[config.mk]
export PLATFORM = sky130hd
export DESIGN_NAME = bad_queue
export DESIGN_NICKNAME = d
export VERILOG_FILES = /design/src/sv/box_average_downscale_assert.svh /design/src/sv/bad_pkg.sv /design/src/sv/bad_queue.sv
export SDC_FILE = /design/constraint.sdc
export NUM_CORES = 1
export LEC_CHECK = 0
export ABC_AREA = 1
export BUFFER_PORTS_ARGS = -buffer_cell sky130_fd_sc_hd__clkbuf_2
export CAP_MARGIN = 5
export CELL_PAD_IN_SITES_DETAIL_PLACEMENT = 0
export CELL_PAD_IN_SITES_GLOBAL_PLACEMENT = 1
export CORE_MARGIN = 5
export CORE_UTILIZATION = 49
export CTS_BUF_LIST = sky130_fd_sc_hd__clkbuf_2
export CTS_CLUSTER_SIZE = 24
export DETAILED_ROUTE_END_ITERATION = 7
export GPL_TIMING_DRIVEN = 0
export PLACE_DENSITY_LB_ADDON = 0.12
export SKIP_LAST_GASP = 1
export SYNTH_ARGS = -nofsm -noshare
export SYNTH_HDL_FRONTEND = slang
export SYNTH_SLANG_ARGS = --single-unit
[constraint.sdc]
create_clock -name clk -period 2.45 [get_ports clk]
set_clock_uncertainty 0.2 [all_clocks]
set_input_delay 0.1225 -clock clk [delete_from_list [all_inputs] [get_ports clk]]
set_output_delay 0.1225 -clock clk [all_outputs]
set_load 0.005 [all_outputs]
[src/sv/box_average_downscale_assert.svh]
// assertion macros for the box average downscaler
`ifndef BOX_AVERAGE_DOWNSCALE_ASSERT_SVH
`define BOX_AVERAGE_DOWNSCALE_ASSERT_SVH

`ifndef ASSERT_OFF

// same-cycle implication, checked out of reset
`define BAD_ASSERT_IMP(lbl, clk_s, rst_s, ante, cons) \
	lbl: assert property (@(posedge clk_s) disable iff (!rst_s) (ante) |-> (cons)) \
		else $error("box average downscale assertion failed");

// next-cycle implication, checked out of reset
`define BAD_ASSERT_NXT(lbl, clk_s, rst_s, ante, cons) \
	lbl: assert property (@(posedge clk_s) disable iff (!rst_s) (ante) |=> (cons)) \
		else $error("box average downscale assertion failed");

`else

`define BAD_ASSERT_IMP(lbl, clk_s, rst_s, ante, cons)
`define BAD_ASSERT_NXT(lbl, clk_s, rst_s, ante, cons)

`endif

`endif

[src/sv/bad_pkg.sv]
// shared types, constants and helper functions of the box average downscaler
`default_nettype none

package bad_pkg;

	// configuration port
	localparam int SCALE_W    = 4;
	localparam int WIDTH_W    = 11;
	localparam int HEIGHT_W   = 13;
	localparam int CFG_DATA_W = 13;
	localparam int CFG_IDX_W  = 2;

	localparam logic [CFG_IDX_W-1:0] CFG_SCALE  = 2'd0;
	localparam logic [CFG_IDX_W-1:0] CFG_WIDTH  = 2'd1;
	localparam logic [CFG_IDX_W-1:0] CFG_HEIGHT = 2'd2;

	localparam logic [SCALE_W-1:0]  SCALE_RST  = 4'd2;
	localparam logic [WIDTH_W-1:0]  WIDTH_RST  = 11'd640;
	localparam logic [HEIGHT_W-1:0] HEIGHT_RST = 13'd480;

	// limits
	localparam logic [SCALE_W-1:0]  MIN_SCALE      = 4'd2;
	localparam logic [SCALE_W-1:0]  MAX_SCALE      = 4'd8;
	localparam logic [WIDTH_W-1:0]  MAX_OUT_WIDTH  = 11'd1024;
	localparam logic [HEIGHT_W-1:0] MAX_OUT_HEIGHT = 13'd4096;

	// datapath widths
	localparam int LANES  = 3;
	localparam int PIX_W  = 8;
	localparam int COL_W  = 10;
	localparam int ROW_W  = 12;
	localparam int CIB_W  = 3;
	localparam int HSUM_W = 11;
	localparam int CSUM_W = 14;
	localparam int LINE_DEPTH = 1024;

	// reciprocal divider
	localparam int RECIP_W     = 19;
	localparam int RECIP_SHIFT = 20;
	localparam int DIV_W       = 7;
	localparam int QUO_W       = 12;
	localparam int PROD_W      = CSUM_W + RECIP_W;
	localparam int CHK_W       = QUO_W + DIV_W;

	// job queue
	localparam int QUEUE_DEPTH = 4;
	localparam int QPTR_W      = 2;

	typedef struct packed {
		logic [PIX_W-1:0] red_in;
		logic [PIX_W-1:0] green_in;
		logic [PIX_W-1:0] blue_in;
		logic             frame_start;
	} pix_in_t;

	typedef struct packed {
		logic [PIX_W-1:0] red_out;
		logic [PIX_W-1:0] green_out;
		logic [PIX_W-1:0] blue_out;
		logic             row_end;
		logic             frame_end;
	} pix_out_t;

	typedef logic [LANES-1:0][HSUM_W-1:0] hsum_t;
	typedef logic [LANES-1:0][CSUM_W-1:0] csum_t;

	// one finished horizontal run of a block row
	typedef struct packed {
		hsum_t            hsum;
		logic [COL_W-1:0] idx;
		logic             first_row;
		logic             last_row;
		logic             last_col;
		logic             last_orow;
	} job_t;

	typedef struct packed {
		logic full;
		logic empty;
	} qstat_t;

	typedef enum logic [1:0] {
		B_IDLE,
		B_ADD,
		B_MUL,
		B_FIX
	} bstate_t;

	function automatic logic [SCALE_W-1:0] clamp_scale(input logic [SCALE_W-1:0] s);
		logic [SCALE_W-1:0] r;
		r = s;
		if (s < MIN_SCALE) begin
			r = MIN_SCALE;
		end else if (s > MAX_SCALE) begin
			r = MAX_SCALE;
		end
		return r;
	endfunction

	function automatic logic [WIDTH_W-1:0] clamp_width(input logic [WIDTH_W-1:0] w);
		logic [WIDTH_W-1:0] r;
		r = w;
		if (w == '0) begin
			r = WIDTH_W'(1);
		end else if (w > MAX_OUT_WIDTH) begin
			r = MAX_OUT_WIDTH;
		end
		return r;
	endfunction

	function automatic logic [HEIGHT_W-1:0] clamp_height(input logic [HEIGHT_W-1:0] h);
		logic [HEIGHT_W-1:0] r;
		r = h;
		if (h == '0) begin
			r = HEIGHT_W'(1);
		end else if (h > MAX_OUT_HEIGHT) begin
			r = MAX_OUT_HEIGHT;
		end
		return r;
	endfunction

	// floor(2^20 / s^2) for the clamped scale
	function automatic logic [RECIP_W-1:0] recip_of(input logic [SCALE_W-1:0] s);
		logic [RECIP_W-1:0] r;
		unique case (s)
			4'd3:    r = 19'd116508;
			4'd4:    r = 19'd65536;
			4'd5:    r = 19'd41943;
			4'd6:    r = 19'd29127;
			4'd7:    r = 19'd21399;
			4'd8:    r = 19'd16384;
			default: r = 19'd262144;
		endcase
		return r;
	endfunction

	// block area s^2 for the clamped scale
	function automatic logic [DIV_W-1:0] area_of(input logic [SCALE_W-1:0] s);
		logic [DIV_W-1:0] r;
		unique case (s)
			4'd3:    r = 7'd9;
			4'd4:    r = 7'd16;
			4'd5:    r = 7'd25;
			4'd6:    r = 7'd36;
			4'd7:    r = 7'd49;
			4'd8:    r = 7'd64;
			default: r = 7'd4;
		endcase
		return r;
	endfunction

endpackage

`default_nettype wire

[src/sv/bad_queue.sv]
// short job queue between front and back end
`default_nettype none

module bad_queue (
	input  wire               clk,
	input  wire               arst_n,
	input  wire               push,
	input  bad_pkg::job_t     wr_job,
	input  wire               pop,
	output bad_pkg::job_t     rd_job,
	output bad_pkg::qstat_t   qstat
);
	import bad_pkg::*;

	job_t               entries_q [QUEUE_DEPTH];
	logic [QPTR_W-1:0]  wr_ptr_q;
	logic [QPTR_W-1:0]  rd_ptr_q;
	logic [QPTR_W:0]    cnt_q;

	assign qstat.full  = (cnt_q == (QPTR_W+1)'(QUEUE_DEPTH));
	assign qstat.empty = (cnt_q == '0);
	assign rd_job      = entries_q[rd_ptr_q];

	// storage
	always_ff @(posedge clk) begin
		if (push) begin
			entries_q[wr_ptr_q] <= wr_job;
		end
	end

	// pointers and fill level
	always_ff @(posedge clk or negedge arst_n) begin
		if (!arst_n) begin
			wr_ptr_q <= '0;
			rd_ptr_q <= '0;
			cnt_q    <= '0;
		end else begin
			if (push) begin
				wr_ptr_q <= wr_ptr_q + QPTR_W'(1);
			end
			if (pop) begin
				rd_ptr_q <= rd_ptr_q + QPTR_W'(1);
			end
			if (push && !pop) begin
				cnt_q <= cnt_q + (QPTR_W+1)'(1);
			end else if (pop && !push) begin
				cnt_q <= cnt_q - (QPTR_W+1)'(1);
			end
		end
	end

endmodule

`default_nettype wire

==> results.json <==
{
  "status": "finished, final reports clean",
  "report.final.hold_viol_count": 0,
  "ys_seq_area_share_pct": 71.3,
  "critPathMaxStageDelay_ns": 0.42,
  "synth_top_cell_area_share_pct": 69.1,
  "grt_util_all_layers_pct": 18.7,
  "drive_above_1_share_pct": 26.9,
  "clock_latency_ns": 0.71,
  "layout.cells.non_filler": 1050,
  "ir_drop_mv": 0.576,
  "clk_pin_slew_ns": 0.23,
  "overflow": 0,
  "die_x_um": 139,
  "dieArea_mm2": 0.0193,
  "crit_fanout": 10,
  "syn_to_final_growth_pct": 25.5,
  "yosys.area.top_type": "edfxtp_1",
  "io_pins": 100,
  "p_int_mw": 6.57,
  "dp_cells": 918,
  "die_h_um": 139,
  "h-tree-depth": 4,
  "synthFlopType": "edfxtp_1",
  "crit_type": "reg -> out",
  "synth-seq-cells": 195,
  "cts_made_buffers": 17,
  "p_total_mw": 10.5,
  "antenna_found_initial": 1,
  "grt_pass1_wl_um": 27900,
  "yosysUniqueCellTypes": 20,
  "syn-num-nets": 653,
  "grt_pass1_vias": 5345,
  "cp.arrival_ns": 1.99,
  "min_period_ns": 2.31,
  "ff_latch_area_mm2": 0.00582,
  "power_density_mw_per_mm2": 1020,
  "finalSetupViolations": 0,
  "dp_slack_ns": 0.166,
  "route.detailed.drc": 0,
  "clkPwrFrac_pct": 13.2,
  "cts-root-buf": "clkbuf_2",
  "fmax_mhz": 433,
  "cp-start-kind": "register",
  "p_sw_mw": 3.93,
  "rsz0062_at_grt": "yes",
  "core_mm2": 0.0165,
  "worstPathRequired_ns": 2.13,
  "synthCells": 596,
  "rows": 47,
  "nFillCells": 1310,
  "ant_nets": 0,
  "io_buffers": 99,
  "period_share_pct": 94.2,
  "globalplace.congestion": 0.738,
  "switching_share_pct": 37.4,
  "yosysWarnings": 0,
  "async_flop_share_pct": 3.59,
  "cts_buffer_depth": 2,
  "initial_utilization_pct": 49.6,
  "dp_hpwl_um": 10700,
  "crit_path_top_delay_cell": "dfrtp_1",
  "hold_path_class": "in -> reg",
  "drv_cap": 0,
  "slew_headroom_pct": 15.9,
  "finalWorstSetupSlack_ns": 0.142,
  "via_per_inst": 4.90,
  "cts_tree": "yes",
  "power_leakage_nw": 4.26,
  "path_cells": "buf_6, buf_12, buf_8, nand2_1, o211ai_2, nand2_2, clkbuf_2",
  "nets": 873,
  "drtIter0Drc": 223,
  "vias": 5143,
  "syn_avg_cell_area_um2": 13.7,
  "slew_viol_final": 0,
  "cts_sinks": 195,
  "p_seq_share_pct": 43.5,
  "post_cts_buffers": 0,
  "synth_edf_count": 188,
  "synthTopCellsByArea": "edfxtp_1 (69%), o211ai_2 (8.0%), nand2_1 (7.1%)",
  "syn-cell-area_mm2": 0.00817,
  "worstMarginPinSlew_ns": 1.26,
  "setup_tns_ns": 0,
  "avgRoutedWirePerCell_um": 16.8,
  "wirelength_um": 17700,
  "multi_input_area_mm2": 0.00170,
  "combPwrFrac_pct": 43.3,
  "dr.pass1.iters": 4,
  "endpoint_kind": "output pin",
  "grt_max_degree": 48
}
[per-layer routing]
layer	GRT usage, %	up-vias	wire length [um]
li1	-	2510	-
met1	23.4	2513	7720
met2	32.9	100	9100
met3	4.72	20	663
met4	4.43	0	178
met5	0	-	0
[flip-flops by register name, summed over array words and instances, names as in the netlist]
signal and count:
cnt_q 3, entries_q 188, rd_ptr_q 2, wr_ptr_q 2
[per-stage QoR]
step	hold WS (ns)	cell area [um^2]	util, %
global placement	-0.216	8940	54.3
floorplan	-0.373	8170	-
CTS	0.0211	10200	61.8
global route	0.0419	10300	62.3
finish	0.102	10300	62.3
detailed placement	-0.213	9000	54.6
[synthesized netlist by cell type (all sizes together), types with 2 or more instances]
master	n
o211ai	94
clkbuf	2
ha	5
edfxtp	188
inv	106
buf	30
nor3	2
dfrtp	7
nand2	154
xor2	3
[timing repair]
action	in CTS	in global routing
pin swaps	0	3
hold buffers	99	0
setup endpoints to repair	6	43
endpoints found under the hold margin	238	0
gates resized for setup	1	23
cloned	0	0
[logic make-up after synthesis]
group | synth area share [%]
AO/OA/AOI/OAI | 11.9
XOR/XNOR | 0.429
adder cells (fa/ha/maj) | 1.01
buffers and inverters | 8.06
flip-flops | 71.3
AND/OR/NAND/NOR | 7.34
[final timing paths]
path	start	to	slack (ns)	depth (start not counted)
max	rd_ptr_q[0]	rd_job[43]	0.14	7
min	push	cnt_q[0]	0.10	4
max reg2reg	wr_ptr_q[1]	entries_q[1][23]	0.19	4
min reg2reg	cnt_q[2]	cnt_q[2]	0.35	2
max in group asynchronous	arst_n	cnt_q[1]	1.66	3
min in group asynchronous	arst_n	cnt_q[2]	0.13	3
[worst max-delay path: cells and delay by family, from the launching register on]
kind	cells	cell delay, ns
simple gates	2	0.19
buf+inv	4	0.55
flops	1	0.42
compound gates	1	0.09
[final cells by class]
cell class                      instances  share of cell area (%)
Sequential cell                       195                    56.8
Clock inverter                         11                   0.842
Inverter                              106                    3.88
Buffer                                 32                    3.11
Timing Repair Buffer                  201                    15.1
Antenna cell                            1                  0.0244
Clock buffer                           21                    1.03
Tap cell                              220                    2.69
Multi-Input combinational cell        263                    16.6
[power groups by stage]
stage               registers, mW  logic (mW)  clock network (mW)
finish                       4.56        4.55                1.39
global placement             4.65        4.24                   0
detailed placement           4.65        4.38                   0
global route                 4.61        5.03                1.57
floorplan                    4.61        2.68                   0
CTS                          4.57        4.52                1.42
[placed cells by master, fill, tap and decap left out, types with 2 or more instances in the layout]
master and instances:
clkbuf_2 120, ha_1 5, clkbuf_4 2, clkinv_2 4, buf_8 6, xor2_1 3
buf_2 10, edfxtp_1 188, buf_6 10, nand2_2 4, buf_12 5, o211ai_1 42
nor3_1 2, inv_1 101, o211ai_2 52, inv_2 5, clkinv_1 3, nand2_1 150
dfrtp_1 7, dlygate4sd3_1 99
Power figures use the tool's default switching activity.
