[src/sv/box_average_downscale_assert.svh]
// assertion macros for the box average downscaler
`ifndef BOX_AVERAGE_DOWNSCALE_ASSERT_SVH
`define BOX_AVERAGE_DOWNSCALE_ASSERT_SVH

`ifndef ASSERT_OFF

// same-cycle implication, checked out of reset
`define BAD_ASSERT_IMP(lbl, clk_s, rst_s, ante, cons) \
	lbl: assert property (@(posedge clk_s) disable iff (!rst_s) (ante) |-> (cons)) \
		else $error("box average downscale assertion failed");

// next-cycle implication, checked out of reset
`define BAD_ASSERT_NXT(lbl, clk_s, rst_s, ante, cons) \
	lbl: assert property (@(posedge clk_s) disable iff (!rst_s) (ante) |=> (cons)) \
		else $error("box average downscale assertion failed");

`else

`define BAD_ASSERT_IMP(lbl, clk_s, rst_s, ante, cons)
`define BAD_ASSERT_NXT(lbl, clk_s, rst_s, ante, cons)

`endif

`endif

[src/sv/bad_pkg.sv]
// shared types, constants and helper functions of the box average downscaler
`default_nettype none

package bad_pkg;

	// configuration port
	localparam int SCALE_W    = 4;
	localparam int WIDTH_W    = 11;
	localparam int HEIGHT_W   = 13;
	localparam int CFG_DATA_W = 13;
	localparam int CFG_IDX_W  = 2;

	localparam logic [CFG_IDX_W-1:0] CFG_SCALE  = 2'd0;
	localparam logic [CFG_IDX_W-1:0] CFG_WIDTH  = 2'd1;
	localparam logic [CFG_IDX_W-1:0] CFG_HEIGHT = 2'd2;

	localparam logic [SCALE_W-1:0]  SCALE_RST  = 4'd2;
	localparam logic [WIDTH_W-1:0]  WIDTH_RST  = 11'd640;
	localparam logic [HEIGHT_W-1:0] HEIGHT_RST = 13'd480;

	// limits
	localparam logic [SCALE_W-1:0]  MIN_SCALE      = 4'd2;
	localparam logic [SCALE_W-1:0]  MAX_SCALE      = 4'd8;
	localparam logic [WIDTH_W-1:0]  MAX_OUT_WIDTH  = 11'd1024;
	localparam logic [HEIGHT_W-1:0] MAX_OUT_HEIGHT = 13'd4096;

	// datapath widths
	localparam int LANES  = 3;
	localparam int PIX_W  = 8;
	localparam int COL_W  = 10;
	localparam int ROW_W  = 12;
	localparam int CIB_W  = 3;
	localparam int HSUM_W = 11;
	localparam int CSUM_W = 14;
	localparam int LINE_DEPTH = 1024;

	// reciprocal divider
	localparam int RECIP_W     = 19;
	localparam int RECIP_SHIFT = 20;
	localparam int DIV_W       = 7;
	localparam int QUO_W       = 12;
	localparam int PROD_W      = CSUM_W + RECIP_W;
	localparam int CHK_W       = QUO_W + DIV_W;

	// job queue
	localparam int QUEUE_DEPTH = 4;
	localparam int QPTR_W      = 2;

	typedef struct packed {
		logic [PIX_W-1:0] red_in;
		logic [PIX_W-1:0] green_in;
		logic [PIX_W-1:0] blue_in;
		logic             frame_start;
	} pix_in_t;

	typedef struct packed {
		logic [PIX_W-1:0] red_out;
		logic [PIX_W-1:0] green_out;
		logic [PIX_W-1:0] blue_out;
		logic             row_end;
		logic             frame_end;
	} pix_out_t;

	typedef logic [LANES-1:0][HSUM_W-1:0] hsum_t;
	typedef logic [LANES-1:0][CSUM_W-1:0] csum_t;

	// one finished horizontal run of a block row
	typedef struct packed {
		hsum_t            hsum;
		logic [COL_W-1:0] idx;
		logic             first_row;
		logic             last_row;
		logic             last_col;
		logic             last_orow;
	} job_t;

	typedef struct packed {
		logic full;
		logic empty;
	} qstat_t;

	typedef enum logic [1:0] {
		B_IDLE,
		B_ADD,
		B_MUL,
		B_FIX
	} bstate_t;

	function automatic logic [SCALE_W-1:0] clamp_scale(input logic [SCALE_W-1:0] s);
		logic [SCALE_W-1:0] r;
		r = s;
		if (s < MIN_SCALE) begin
			r = MIN_SCALE;
		end else if (s > MAX_SCALE) begin
			r = MAX_SCALE;
		end
		return r;
	endfunction

	function automatic logic [WIDTH_W-1:0] clamp_width(input logic [WIDTH_W-1:0] w);
		logic [WIDTH_W-1:0] r;
		r = w;
		if (w == '0) begin
			r = WIDTH_W'(1);
		end else if (w > MAX_OUT_WIDTH) begin
			r = MAX_OUT_WIDTH;
		end
		return r;
	endfunction

	function automatic logic [HEIGHT_W-1:0] clamp_height(input logic [HEIGHT_W-1:0] h);
		logic [HEIGHT_W-1:0] r;
		r = h;
		if (h == '0) begin
			r = HEIGHT_W'(1);
		end else if (h > MAX_OUT_HEIGHT) begin
			r = MAX_OUT_HEIGHT;
		end
		return r;
	endfunction

	// floor(2^20 / s^2) for the clamped scale
	function automatic logic [RECIP_W-1:0] recip_of(input logic [SCALE_W-1:0] s);
		logic [RECIP_W-1:0] r;
		unique case (s)
			4'd3:    r = 19'd116508;
			4'd4:    r = 19'd65536;
			4'd5:    r = 19'd41943;
			4'd6:    r = 19'd29127;
			4'd7:    r = 19'd21399;
			4'd8:    r = 19'd16384;
			default: r = 19'd262144;
		endcase
		return r;
	endfunction

	// block area s^2 for the clamped scale
	function automatic logic [DIV_W-1:0] area_of(input logic [SCALE_W-1:0] s);
		logic [DIV_W-1:0] r;
		unique case (s)
			4'd3:    r = 7'd9;
			4'd4:    r = 7'd16;
			4'd5:    r = 7'd25;
			4'd6:    r = 7'd36;
			4'd7:    r = 7'd49;
			4'd8:    r = 7'd64;
			default: r = 7'd4;
		endcase
		return r;
	endfunction

endpackage

`default_nettype wire

[src/sv/bad_front.sv]
// front end: pixel counters and horizontal sums, emits one job per block row run
`default_nettype none

module bad_front (
	input  wire                          clk,
	input  wire                          arst_n,
	input  wire                          in_valid,
	output logic                         in_ready,
	input  bad_pkg::pix_in_t             in_data,
	input  wire [bad_pkg::SCALE_W-1:0]   scale_eff,
	input  wire [bad_pkg::WIDTH_W-1:0]   width_eff,
	input  wire [bad_pkg::HEIGHT_W-1:0]  height_eff,
	input  bad_pkg::qstat_t              qstat,
	output logic                         push,
	output bad_pkg::job_t                job
);
	import bad_pkg::*;

	hsum_t             hp_q;
	logic [CIB_W-1:0]  cib_q;
	logic [COL_W-1:0]  oc_q;
	logic [CIB_W-1:0]  rib_q;
	logic [ROW_W-1:0]  orow_q;

	hsum_t             hp_base;
	hsum_t             hp_new;
	logic [CIB_W-1:0]  cib_base;
	logic [COL_W-1:0]  oc_base;
	logic [CIB_W-1:0]  rib_base;
	logic [ROW_W-1:0]  orow_base;
	logic [CIB_W:0]    cib_inc;
	logic              col_done;
	logic              last_col;
	logic              last_row;
	logic              last_orow;
	logic [PIX_W-1:0]  pix [LANES];
	logic              accept;

	assign in_ready = !qstat.full;
	assign accept   = in_valid && in_ready;

	assign pix[0] = in_data.red_in;
	assign pix[1] = in_data.green_in;
	assign pix[2] = in_data.blue_in;

	// frame start restarts every counter before the pixel is counted
	always_comb begin
		hp_base   = in_data.frame_start ? '0 : hp_q;
		cib_base  = in_data.frame_start ? '0 : cib_q;
		oc_base   = in_data.frame_start ? '0 : oc_q;
		rib_base  = in_data.frame_start ? '0 : rib_q;
		orow_base = in_data.frame_start ? '0 : orow_q;
		for (int k = 0; k < LANES; k++) begin
			hp_new[k] = hp_base[k] + HSUM_W'(pix[k]);
		end
	end

	// position tests, a counter past its bound counts as last
	always_comb begin
		cib_inc   = {1'b0, cib_base} + (CIB_W+1)'(1);
		col_done  = !(cib_inc < scale_eff);
		last_col  = ({1'b0, oc_base} + WIDTH_W'(1)) >= width_eff;
		last_row  = ({1'b0, rib_base} + SCALE_W'(1)) >= scale_eff;
		last_orow = ({1'b0, orow_base} + HEIGHT_W'(1)) >= height_eff;
	end

	// job handed to the back end
	always_comb begin
		push          = accept && col_done;
		job.hsum      = hp_new;
		job.idx       = oc_base;
		job.first_row = (rib_base == '0);
		job.last_row  = last_row;
		job.last_col  = last_col;
		job.last_orow = last_orow;
	end

	// counter update
	always_ff @(posedge clk or negedge arst_n) begin
		if (!arst_n) begin
			hp_q   <= '0;
			cib_q  <= '0;
			oc_q   <= '0;
			rib_q  <= '0;
			orow_q <= '0;
		end else if (accept) begin
			if (!col_done) begin
				hp_q   <= hp_new;
				cib_q  <= cib_inc[CIB_W-1:0];
				oc_q   <= oc_base;
				rib_q  <= rib_base;
				orow_q <= orow_base;
			end else begin
				hp_q  <= '0;
				cib_q <= '0;
				if (last_col) begin
					oc_q <= '0;
					if (last_row) begin
						rib_q  <= '0;
						orow_q <= last_orow ? '0 : orow_base + ROW_W'(1);
					end else begin
						rib_q  <= rib_base + CIB_W'(1);
						orow_q <= orow_base;
					end
				end else begin
					oc_q   <= oc_base + COL_W'(1);
					rib_q  <= rib_base;
					orow_q <= orow_base;
				end
			end
		end
	end

endmodule

`default_nettype wire

[config.mk]
export PLATFORM = sky130hd
export DESIGN_NAME = bad_front
export DESIGN_NICKNAME = d
export VERILOG_FILES = /design/src/sv/box_average_downscale_assert.svh /design/src/sv/bad_pkg.sv /design/src/sv/bad_front.sv
export SDC_FILE = /design/constraint.sdc
export NUM_CORES = 1
export LEC_CHECK = 0
export BUFFER_PORTS_ARGS = -buffer_cell sky130_fd_sc_hd__buf_2
export CAP_MARGIN = 20
export CORE_AREA = 2 2 83 117
export DETAILED_ROUTE_END_ITERATION = 6
export DIE_AREA = 0 0 85 119
export PLACE_DENSITY = 0.88
export SETUP_SLACK_MARGIN = 0.3
export SLEW_MARGIN = 10
export SYNTH_ARGS = -nofsm -noshare
export SYNTH_HDL_FRONTEND = slang
export SYNTH_SLANG_ARGS = --single-unit
export TNS_END_PERCENT = 30
[constraint.sdc]
create_clock -name clk -period 9.3 [get_ports clk]
set_input_delay 1.86 -clock clk [delete_from_list [all_inputs] [get_ports clk]]
set_output_delay 1.86 -clock clk [all_outputs]
set_load 0.05 [all_outputs]
==> key figures <==
Pwr
  • Pwr per Cell Area: 201.9 nW/um^2
  • Peak supply drop: roughly 0.18 mV
  • Leakage Power: around 3.2 nW

Setup path
  • Crit path from: in_data[0]
  • Critical path type: input pin to primary output
  • R2R depth: 16
  • Worst-path fanout max: 24
  • Startpoint types: input pin
  • CP endpoint kind: primary output
  • Req. time, crit path: about 7400 ps
  • Arr. time, crit path: 5360 ps
  • FF-to-FF Start: orow_q[0]$_DFFE_PN0P_

STA
  • Hold WS: 470.8 ps
  • Clock skew: roughly 4.8 ps
  • Final period util: 77.61%
  • Slew @ Worst Pin: approximately 800 ps
  • Hold Fails Final Rpt: 0
  • Fmax: approximately 140 MHz
  • RSZ-0062 raised after global routing: no
  • Final min period: approximately 7200 ps
  • Final Max Tran Viols: 0
  • Setup TNS: 0 ps
  • Slew margin rel.: between 40% and 50%
  • Final setup vio count: 0

Synthesis
  • Post-Syn Area: between 5000 and 6000 um^2
  • Cell variety after synth: 59
  • Ranking of synthesized cells by area: dfrtp_1 (28%), ha_1 (14%), nor2b_1 (6.4%)
  • Post-synth ARST share: between 90% and 100%
  • Top_reg_cell synth: dfrtp_1
  • Yosys top cell by area: dfrtp_1
  • Yosys reg bits: approximately 60
  • Most common cell in the netlist: nand2_1
  • Syn nets: about 770
  • EDFF count, synth: 0
  • Share of the synthesized area in the top cell type: between 20% and 30%
  • Synth Instances: between 600 and 700
  • Syn avg cell area: approximately 8 um^2
  • Sequential area share after synthesis: roughly 28%
  • Synth top cells by count: nand2_1 (72), dfrtp_1 (61), ha_1 (60), inv_1 (57), nor2b_1 (55)
  • Synth warnings: 0

Floorplanning
  • Die ar.: between 10000 and 15000 um^2
  • Die width: between 80 and 90 um
  • Ports: about 110
  • Core Area: between 9000 and 10000 um^2
  • Initial Utilization: about three fifths
  • Die height: 119 um
  • # rows: 42

Hold path
  • Beginning of the worst hold path: hp_q[14]$_DFFE_PN0P_
  • Hold Path Cell Cnt: 2
  • Hold Path Class: register to register

Clocking
  • Setup Fix Bufs, Post-CTS: 0
  • Clock Latency Late Sink: 340 ps
  • Clock Tree Buf Depth: 2
  • Cts bufs inserted: 9
  • Post-CTS Hold Fix Bufs: 0
  • CTS H-Tree Depth: 3
  • Worst-path clk slew: 50 ps
  • CTS tree: built
  • Resized cells post-CTS: 0
  • CTS Sinks: between 60 and 70
  • Root Buffer: clkbuf_16

Detailed routing
  • Vias per cell: roughly 6
  • Residual DRC: 0
  • Routed WL: between 10000 and 15000 um
  • Routed length per placed instance: between 15 and 20 um
  • TritonRoute pass-1 iters: 5
  • Post-route ant nets: 0
  • Initial drt markers: between 150 and 200
  • Vias post-DR: 5030

Placement
  • Final GP Congestion: between 0.8 and 0.9
  • Dpl hpwl: about 9500 um
  • Placed inst area: approximately 6000 um^2
  • Number of port buffers: between 100 and 150

Global routing
  • Met2 usage: between 40% and 50%
  • Met3 usage: approximately 5.3%
  • GRT overflow: 0
  • Most used routing layer: met2
  • Initial antenna violation count: 0
  • Number of global-route vias before repair: between 5000 and 6000
  • Total GRT Usage: 26.83%
  • First-pass GRT wire length: 22180 um
  • Met1 Use GR: around 30%
  • Pin count of the biggest net entering global routing: 65

Cells and area
  • # diodes: 0
  • Cell area after layout: between 6000 and 7000 um^2
  • Core Util, Final: between 60% and 70%
  • Layout cell share with drive strength beyond 1: a little under a fifth
  • Area grow syn2layout: 16.24%
  • NumNets Final: 868
  • # fillers: 774

Outcome
  • Status: finished clean

Flow run
  • Maxcap violations: 0
[sequential cells by signal (all words and copies together) (netlist names)]
name	cells
hp_q	33
cib_q	3
oc_q	10
rib_q	3
orow_q	12
[area by class of cell]
cell class	count	area [um^2]	share of cell area, %
Multi-Input combinational cell	505	3500	56.00
Inverter	58	222.7	3.564
Timing Repair Buffer	112	581.8	9.309
Clock buffer	10	229.0	3.664
Tap cell	110	137.6	2.202
Sequential cell	61	1526	24.42
Clock inverter	5	52.55	0.8408
[worst max-delay path, stage by stage]
cell     delay (ps)
buf_2           250
nor2b_1         240
ha_1            310
nand4_1         110
nor2_1          270
nand3_1         290
or3_1           410
a21oi_1         240
ha_1            300
a21oi_1         120
o21ai_0         110
a21oi_1         120
o21a_1          400
inv_6            70
buf_2           230
[placed cells by master, fill, tap and decap left out, drive strengths merged, types with 6 or more instances in the layout]
cell type / Yosys / routed
a21o: 7 / 7
a21oi: 34 / 34
a22o: 25 / 25
and3: 6 / 6
buf: 8 / 112
clkbuf: 20 / 10
dfrtp: 61 / 61
ha: 60 / 60
inv: 58 / 58
nand2: 73 / 73
nand2b: 14 / 14
nand3: 19 / 19
nor2: 43 / 43
nor2b: 55 / 55
o21ai: 49 / 49
o31ai: 7 / 7
xnor2: 36 / 36
xor2: 9 / 9
[logic make-up (layout without fill, tap and decap cells)]
logic type	count (synthesis)	after routing	share of synthesized area, %
AO/OA/AOI/OAI	160	160	20.08
XOR/XNOR	45	45	7.331
adder cells (fa/ha/maj)	63	63	15.08
buffers and inverters	86	185	6.516
flip-flops	61	61	28.39
multiplexers	3	3	0.5586
AND/OR/NAND/NOR	234	234	22.04
[through the flow]
step	total power, mW	instances	setup slack, ps
global route	1.332	861	1759
global placement	0.9151	845	2222
finish	1.262	861	2082
floorplan	0.8056	652	1747
CTS	1.267	860	2077
detailed placement	0.9366	845	2087
[layer usage]
layer,routed length (um),vias to the layer above
li1,-,2438
met1,4976,2392
met2,6928,169
met3,769,31
met4,339,0
met5,0,-
[worst paths after layout]
kind | to | slack (ps)
setup / recovery | job[0] | 2080
hold reg to reg | hp_q[14]$_DFFE_PN0P_ | 470
max in group asynchronous | hp_q[15]$_DFFE_PN0P_ | 7080
min in group asynchronous | oc_q[7]$_DFFE_PN0P_ | 1690
setup reg to reg | orow_q[9]$_DFFE_PN0P_ | 4640
hold / removal | hp_q[14]$_DFFE_PN0P_ | 470
[where the power goes]
part           internal, mW  switching (mW)  total [mW]
clock network         0.204           0.122       0.326
registers             0.318          0.0443       0.363
logic                 0.187           0.386       0.573
Power figures use the tool's default switching activity.
